`config.mk`:
```
export PLATFORM = sky130hd
export DESIGN_NAME = case_insensitive_substring_search
export DESIGN_NICKNAME = d
export VERILOG_FILES = /design/src/sv/cis_pkg.sv /design/src/sv/case_insensitive_substring_search.sv
export VERILOG_INCLUDE_DIRS = /design/src /design/src/sv
export SDC_FILE = /design/constraint.sdc
export NUM_CORES = 1
export LEC_CHECK = 0
export BUFFER_PORTS_ARGS = -buffer_cell sky130_fd_sc_hd__buf_2
export CORE_ASPECT_RATIO = 1.25
export CORE_MARGIN = 10
export CORE_UTILIZATION = 57
export CTS_BUF_LIST = sky130_fd_sc_hd__clkbuf_8 sky130_fd_sc_hd__clkbuf_16
export CTS_CLUSTER_DIAMETER = 150
export DETAILED_ROUTE_END_ITERATION = 8
export PLACE_DENSITY = 0.78
export SYNTH_ARGS = -nofsm -noshare
export SYNTH_HDL_FRONTEND = slang
export SYNTH_SLANG_ARGS = --single-unit
export TNS_END_PERCENT = 10
```
`constraint.sdc`:
```
create_clock -name clock -period 6.8 [get_ports clock]
set_input_delay 1.02 -clock clock [delete_from_list [all_inputs] [get_ports clock]]
set_output_delay 1.02 -clock clock [all_outputs]
set_load 0.01 [all_outputs]
```
`src/sv/case_insensitive_substring_search_defines.svh`:
```
// assertion helpers for the substring search block
// every macro samples on clock and is switched off while reset is high
`ifndef CASE_INSENSITIVE_SUBSTRING_SEARCH_DEFINES_SVH
`define CASE_INSENSITIVE_SUBSTRING_SEARCH_DEFINES_SVH

// same-cycle implication
`define CIS_ASSERT_NOW(label, ante, cons) \
   label: assert property (@(posedge clock) disable iff (reset) (ante) |-> (cons)) \
      else $error("same-cycle check failed");

// next-cycle implication
`define CIS_ASSERT_NEXT(label, ante, cons) \
   label: assert property (@(posedge clock) disable iff (reset) (ante) |=> (cons)) \
      else $error("next-cycle check failed");

`endif

```
`src/sv/cis_pkg.sv`:
```
`default_nettype none

package cis_pkg;

   localparam int TEXT_W      = 8;
   localparam int START_W     = 16;
   localparam int CSR_DATA_W  = 64;
   localparam int CSR_INDEX_W = 2;
   localparam int PAT_BYTES   = 16;
   localparam int LEN_FIELD_W = 5;

   // register indexes
   localparam logic [CSR_INDEX_W-1:0] CSR_PATTERN_LOW    = 2'd0;
   localparam logic [CSR_INDEX_W-1:0] CSR_PATTERN_HIGH   = 2'd1;
   localparam logic [CSR_INDEX_W-1:0] CSR_PATTERN_LENGTH = 2'd2;

   localparam logic [TEXT_W-1:0] CHAR_UPPER_A = 8'h41;
   localparam logic [TEXT_W-1:0] CHAR_UPPER_Z = 8'h5a;
   localparam logic [TEXT_W-1:0] CASE_OFFSET  = 8'h20;

   typedef struct packed {
      logic [TEXT_W-1:0] text_byte;
      logic              end_of_text;
   } req_type;

   typedef struct packed {
      logic               found;
      logic [START_W-1:0] match_start;
   } rsp_type;

   // ascii upper case letters map to lower case, all else unchanged
   function automatic logic [TEXT_W-1:0] fold_byte(input logic [TEXT_W-1:0] c);
      logic [TEXT_W-1:0] r;
      r = c;
      if (c >= CHAR_UPPER_A && c <= CHAR_UPPER_Z) begin
         r = c + CASE_OFFSET;
      end
      return r;
   endfunction

endpackage

`default_nettype wire

```
`src/sv/case_insensitive_substring_search.sv`:
```
// path: an accepted byte is held in the input register, and its result, if any, in the result register
// throughput: one text byte per cycle unless stalled, set by the single compare stage over the whole window
// reset: synchronous, active high; clears the item and result valid flags, the byte count,
// the reported flag, the pattern to all zeros and the pattern length to one
`default_nettype none
`include "case_insensitive_substring_search_defines.svh"

module case_insensitive_substring_search
   import cis_pkg::*;
#(
   parameter int MAX_PATTERN = 16,
   parameter int INDEX_BITS  = 16
) (
   input  logic                   clock,
   input  logic                   reset,
   input  logic                   req_valid,
   output logic                   req_stall,
   input  req_type                req_data,
   output logic                   rsp_valid,
   input  logic                   rsp_stall,
   output rsp_type                rsp_data,
   input  logic                   csr_we,
   input  logic [CSR_INDEX_W-1:0] csr_index,
   input  logic [CSR_DATA_W-1:0]  csr_wdata
);

   // pattern length register holds 1..MAX_PATTERN
   localparam int LEN_W = $clog2(MAX_PATTERN + 1);
   // byte count reaches START_MAX + MAX_PATTERN, which fits one bit above the index
   localparam int CNT_W = INDEX_BITS + 1;
   // window of earlier bytes; one spare entry keeps the array non-empty
   localparam int WIN_D = (MAX_PATTERN > 1) ? MAX_PATTERN - 1 : 1;
   localparam int PIDX_W = $clog2(PAT_BYTES);

   localparam logic [CNT_W-1:0] COUNT_MAX =
      CNT_W'((64'd1 << INDEX_BITS) - 64'd1 + 64'(MAX_PATTERN));
   localparam logic [INDEX_BITS-1:0] START_MAX = '1;

   // ------------------------------------------------------------------
   // configuration registers
   // ------------------------------------------------------------------
   logic [CSR_DATA_W-1:0] pat_low_ff;
   logic [CSR_DATA_W-1:0] pat_high_ff;
   logic [LEN_W-1:0]      len_ff;
   logic [LEN_W-1:0]      len_in;
   logic [LEN_FIELD_W-1:0] len_raw;

   // zero acts as one, anything above the window size is clipped
   always_comb begin
      len_raw = csr_wdata[LEN_FIELD_W-1:0];
      len_in  = len_ff;
      if (len_raw == '0) begin
         len_in = LEN_W'(1);
      end else if (int'(len_raw) > MAX_PATTERN) begin
         len_in = LEN_W'(MAX_PATTERN);
      end else begin
         len_in = LEN_W'(len_raw);
      end
   end

   always_ff @(posedge clock) begin
      if (reset) begin
         pat_low_ff  <= '0;
         pat_high_ff <= '0;
         len_ff      <= LEN_W'(1);
      end else if (csr_we) begin
         unique case (csr_index)
            CSR_PATTERN_LOW:    pat_low_ff  <= csr_wdata;
            CSR_PATTERN_HIGH:   pat_high_ff <= csr_wdata;
            CSR_PATTERN_LENGTH: len_ff      <= len_in;
            default: ;  // writes past the register list are dropped
         endcase
      end
   end

   // ------------------------------------------------------------------
   // input register and pipeline control
   // ------------------------------------------------------------------
   logic    in_valid_ff;
   req_type in_data_ff;
   logic    rsp_valid_ff;
   rsp_type rsp_data_ff;
   logic    advance;
   logic    proc;

   // the result register frees up when empty or when its item is taken
   assign advance   = !rsp_valid_ff || !rsp_stall;
   assign proc      = in_valid_ff && advance;
   assign req_stall = in_valid_ff && !advance;

   always_ff @(posedge clock) begin
      if (reset) begin
         in_valid_ff <= 1'b0;
      end else if (!req_stall) begin
         in_valid_ff <= req_valid;
      end
   end

   always_ff @(posedge clock) begin
      if (req_valid && !req_stall) begin
         in_data_ff <= req_data;
      end
   end

   // ------------------------------------------------------------------
   // text state: window, byte count, reported flag
   // ------------------------------------------------------------------
   logic [TEXT_W-1:0] recent_ff [WIN_D];
   logic [TEXT_W-1:0] recent_in [WIN_D];
   logic [CNT_W-1:0]  cnt_ff;
   logic [CNT_W-1:0]  cnt_in;
   logic              rep_ff;
   logic              rep_in;

   logic [TEXT_W-1:0] win     [MAX_PATTERN];
   logic [TEXT_W-1:0] pat     [PAT_BYTES];
   logic [MAX_PATTERN-1:0] byte_ok;
   logic [CNT_W-1:0]  cnt_next;
   logic              hit;
   logic              last;
   logic              emit;
   logic [CNT_W-1:0]  start_full;
   logic [INDEX_BITS-1:0] start_sat;
   logic [PIDX_W-1:0] pidx;

   assign last = in_data_ff.end_of_text;

   // the count stops at START_MAX + MAX_PATTERN, the end of the longest pattern starting at START_MAX
   assign cnt_next = (cnt_ff < COUNT_MAX) ? cnt_ff + CNT_W'(1) : cnt_ff;

   always_comb begin
      for (int b = 0; b < PAT_BYTES / 2; b++) begin
         pat[b]                 = pat_low_ff[b*TEXT_W +: TEXT_W];
         pat[b + PAT_BYTES / 2] = pat_high_ff[b*TEXT_W +: TEXT_W];
      end
   end

   // win[k] is the byte k places before the current one
   always_comb begin
      win[0] = in_data_ff.text_byte;
      for (int k = 1; k < MAX_PATTERN; k++) begin
         win[k] = recent_ff[k-1];
      end
   end

   // every pattern byte compared at once against the window; places past the length always agree
   always_comb begin
      for (int k = 0; k < MAX_PATTERN; k++) begin
         pidx = PIDX_W'(int'(len_ff) - 1 - k);
         if (k < int'(len_ff)) begin
            byte_ok[k] = fold_byte(win[k]) == fold_byte(pat[pidx]);
         end else begin
            byte_ok[k] = 1'b1;
         end
      end
   end

   // enough bytes of this text must have arrived to fill the pattern
   assign hit  = !rep_ff && (cnt_next >= CNT_W'(len_ff)) && (&byte_ok);
   assign emit = hit || (last && !rep_ff);

   assign start_full = cnt_next - CNT_W'(len_ff);
   assign start_sat  = start_full[INDEX_BITS] ? START_MAX : start_full[INDEX_BITS-1:0];

   // next state; end of text returns count and flag to their reset values
   always_comb begin
      recent_in[0] = in_data_ff.text_byte;
      for (int j = 1; j < WIN_D; j++) begin
         recent_in[j] = recent_ff[j-1];
      end
      if (last) begin
         cnt_in = '0;
         rep_in = 1'b0;
      end else begin
         cnt_in = cnt_next;
         rep_in = rep_ff || hit;
      end
   end

   // window bytes older than the text are never compared, so no clearing
   always_ff @(posedge clock) begin
      if (proc) begin
         recent_ff <= recent_in;
      end
   end

   always_ff @(posedge clock) begin
      if (reset) begin
         cnt_ff <= '0;
         rep_ff <= 1'b0;
      end else if (proc) begin
         cnt_ff <= cnt_in;
         rep_ff <= rep_in;
      end
   end

   // ------------------------------------------------------------------
   // result register
   // ------------------------------------------------------------------
   always_ff @(posedge clock) begin
      if (reset) begin
         rsp_valid_ff <= 1'b0;
      end else if (advance) begin
         rsp_valid_ff <= proc && emit;
      end
   end

   always_ff @(posedge clock) begin
      if (proc && emit) begin
         rsp_data_ff.found       <= hit;
         rsp_data_ff.match_start <= hit ? START_W'(start_sat) : '0;
      end
   end

   assign rsp_valid = rsp_valid_ff;
   assign rsp_data  = rsp_data_ff;

   // ------------------------------------------------------------------
   // checks
   // ------------------------------------------------------------------
   // a not-found item never carries a start index
   `CIS_ASSERT_NOW(a_notfound_zero, rsp_valid_ff && !rsp_data_ff.found,
                   rsp_data_ff.match_start == '0)
   // the byte count never runs past its saturation point
   `CIS_ASSERT_NOW(a_cnt_bound, 1'b1, cnt_ff <= COUNT_MAX)
   // a match in the middle of a text silences the rest of it
   `CIS_ASSERT_NEXT(a_hit_sets_rep, proc && hit && !last, rep_ff)
   // the final byte of a text leaves clean state for the next one
   `CIS_ASSERT_NEXT(a_last_clears, proc && last, cnt_ff == '0 && !rep_ff)

endmodule

`default_nettype wire
```
==> impl_results.md <==
* Total core area at 38300 um^2
* Max Freq at 0.149 GHz
* EDFF count, synth at 146
* CTS clk-pin slew, worst paths at 70 ps
* Largest net degree at the start of global routing at 87
* Post-Synthesis Cell Area at 22200 um^2
* Initial Utilization at 58.0%
* Antenna cells at 0
* Die width at 197 um
* Max Transition Viols Final at 0
* Port bufs at 98
* Routed Antenna Nets at 0
* Htree depth at 1
* R2r startpoint: len_ff[1]$_SDFFE_PP0P_
* Sw Pwr at 1500 uW
* Die Y-Extent at 241 um
* LEAKAGE at 0.00895 uW
* Synthesis warning total at 0
* Total CTS buffers at 31
* Initial DRT Pass Iterations at 6
* Post-CTS Hold Buffers at 0
* Crit start category: flip-flop
* Final Hold Fails at 0
* Clock Tree Root: clkbuf_16
* Clock sinks at 299
* Vias post-DR at 19000
* Post-DP HPWL at 56.9 mm
* Layout Area Growth over Synthesis at 8.38%
* Ys async rst share at 0%
* Syn Nets at between 2000 and 2500
* Max_slew headroom at approximately 26%
* RSZ-0062 raised after global routing: no
* Share of cells above drive strength 1 at 19.7%
* Crit path from: len_ff[1]$_SDFFE_PP0P_
* Net Sw Frac at 30.4%
* Status: finished clean
* Peak supply drop at between 0.2 and 0.25 mV
* Clock network power share at a little over a third
* Critical path data arrival time at 7010 ps
* Global-route wire length before repair at 110 mm
* Worst Hold Slack at 489 ps
* Clk buf depth at 3
* Vias in the first global route at 18000
* Cell variety after synth at between 90 and 100
* Initial antenna violation count at 0
* Routed wire per std cell at around 26 um
* Fin area at 24100 um^2
* Vias per cell at 6.81
* Sequential share of power at 41.4%
* Routed wire length at 73.0 mm
* Syn Inst Count at between 2000 and 2500
* CTS tree: built
* IO Count at 99
* Global-route usage over all layers at 30.0%
* Worst EP required at 7070 ps
* Clk_lat worst skew at 590 ps
* Synth Flop Type: dfxtp_1
* Power Dens Cells at around 210 nW/um^2
* CP endpoint kind: flip-flop
* Syn avg cell area at about 10 um^2
* Comb power frac at 23.2%
* Max Fanout on Critical Path at 43
* Final Cycle Share at 99.0%
* Routability cong. at between 1 and 1.5
* Grt ovf at 0
* Row count at 80
* Int Power at 3440 uW
* Worst min-delay path startpoint: rep_ff$_SDFFE_PP0P_
* Tmin final at 6730 ps
* Placed Area at 23000 um^2
* Max-cap viol count at 0
* FF-to-FF setup slack at ~70 ps
* DRT iter0 DRCs at 2244
* Seq/Total Area, Yosys at 33.5%
* Kind of critical path: flip-flop to flip-flop
* Hold WC Path Type: flip-flop to flip-flop
* # DRC at 0
* Filler Cell Count at 3100
* Skew final at 16.7 ps
* Nets@finish at 2400
* Die area at about 47000 um^2
* Finish-stage setup viols at 0
* Post-CTS Setup Inserts at 0
* Seq cells post-synth at between 200 and 300
* Slew @ Worst Pin at around 1100 ps
==> power by group through the flow <==
stage | Clock (uW) | Combinational, uW | Sequential, uW
finish | 1750 | 1150 | 2050
global route | 1830 | 1220 | 2050
CTS | 1760 | 1110 | 2040
detailed placement | 0 | 1110 | 2080
global placement | 0 | 1080 | 2080
floorplan | 0 | 821 | 2050
==> layer usage <==
layer  global-route usage [%]  part of all wire, %  up-vias
li1                         -                    -     8456
met3                     7.71                   11      247
met1                     36.0                   36     9261
met4                     18.6                  7.3        0
met5                        0                    0        -
met2                     47.7                   46     1052
==> critical path, stage by stage, from the launching register on <==
cell	delay [ps]
dfxtp_1	610
inv_1	350
ha_4	640
buf_4	560
mux2_2	390
o21ai_0	850
mux4_2	510
xor2_1	160
o2111ai_1	120
nor4b_1	320
o2111ai_1	210
o21bai_1	610
nand4_1	320
buf_4	310
a21oi_1	150
buf_4	270
==> flip-flops by register name, indices dropped and copies added (netlist names) <==
name / flops
cnt_ff: 17
in_data_ff: 8
in_valid_ff: 1
last: 1
len_ff: 5
pat_high_ff: 64
pat_low_ff: 64
recent_ff: 120
rep_ff: 1
rsp_data: 17
rsp_valid: 1
==> area by class of cell <==
type	count	area, um^2	share of cell area, %
timing repair buffer	133	793	3.29
clock inverter	20	184	0.764
inverter	49	186	0.774
multi-input combinational	1765	14000	58.1
sequential	299	7450	30.9
tap	492	616	2.56
clock buffer	36	856	3.55
==> Yosys cell counts, drive strengths merged, types with 4 or more instances <==
library cell  instances  area [um^2]
nand2               373         1400
a21oi               234         1170
mux4                173         3910
nor2                166          628
dfxtp               153         3060
edfxtp              146         4380
mux2i               106         1060
xnor2                94          850
buf                  75          505
xor2                 73          658
o21ai                56          280
clkbuf               52          195
inv                  47          176
nor3                 44          230
mux2                 43          484
ha                   40          500
nand3                33          165
nor2b                20          125
nor4                 20          146
or2                  17          106
a31oi                16          100
nor3b                15          113
a21o                 14          105
or3                  14         87.6
a22oi                13         97.6
o41ai                13          129
and2                 11         68.8
o21a                 11         82.6
o31ai                11         87.6
a211oi               10         75.1
nand2b               10         62.6
nand4                10         62.6
and3                  9         56.3
o211ai                9         67.6
a21boi                8         60.1
o21bai                8         60.1
or4                   7         52.6
a2111oi               6         71.3
a2bb2oi               6         52.6
nor4b                 6         67.6
o2111ai               6         52.6
o311ai                5         43.8
a221oi                4         41.3
nand3b                4         30.0
o22ai                 4         25.0
==> timing repair <==
action / in CTS / in global routing
gates cloned: 0 / 0
endpoints found under the setup margin: 17 / 17
resized for setup: 3 / 5
==> final timing paths <==
kind,end,cells after the start
max,rsp_data[12]$_SDFFCE_PN0P_,15
min,rep_ff$_SDFFE_PP0P_,2
max reg2reg,rsp_data[12]$_SDFFCE_PN0P_,15
min reg2reg,rep_ff$_SDFFE_PP0P_,2
==> cell usage in the layout (no fill, tap or decap), types with 11 or more instances in the layout <==
cell type,instances
xnor2_1,86
nor3_1,42
nand2_1,373
mux4_2,169
dfxtp_1,151
a22oi_1,13
mux2_2,43
or3_1,14
buf_2,97
o21a_1,11
nor3b_1,14
a31oi_1,16
o21ai_0,52
clkinv_2,13
edfxtp_1,146
xor2_1,72
nand3_1,33
nor2b_1,20
a21oi_1,233
clkbuf_16,32
mux2i_1,105
and2_1,11
buf_4,33
a21o_1,14
ha_1,39
nor2_1,163
or2_2,16
nor4_1,18
inv_1,46
==> metrics by stage <==
stage	setup TNS [ps]	utilization (%)	total power [uW]	worst slack, ps	std cells
after floorplan	0	-	2870	328	2240
final	0	62.8	4940	69.5	2794
after CTS	0	62.7	4920	298	2794
after detailed placement	-127	60.0	3190	-7.99	2738
after global placement	0	60.0	3160	149	2738
after global routing	0	62.8	5100	8.77	2794
==> cells by family after synthesis <==
logic type	Yosys count	synth area share, %
mux	322	24.6
xor+xnor	167	6.78
buf+inv	176	3.98
simple gates	769	15.7
compound gates	466	13.1
fa+ha+maj	41	2.34
flops	299	33.5
No activity file was read; power rests on OpenSTA's default activity.
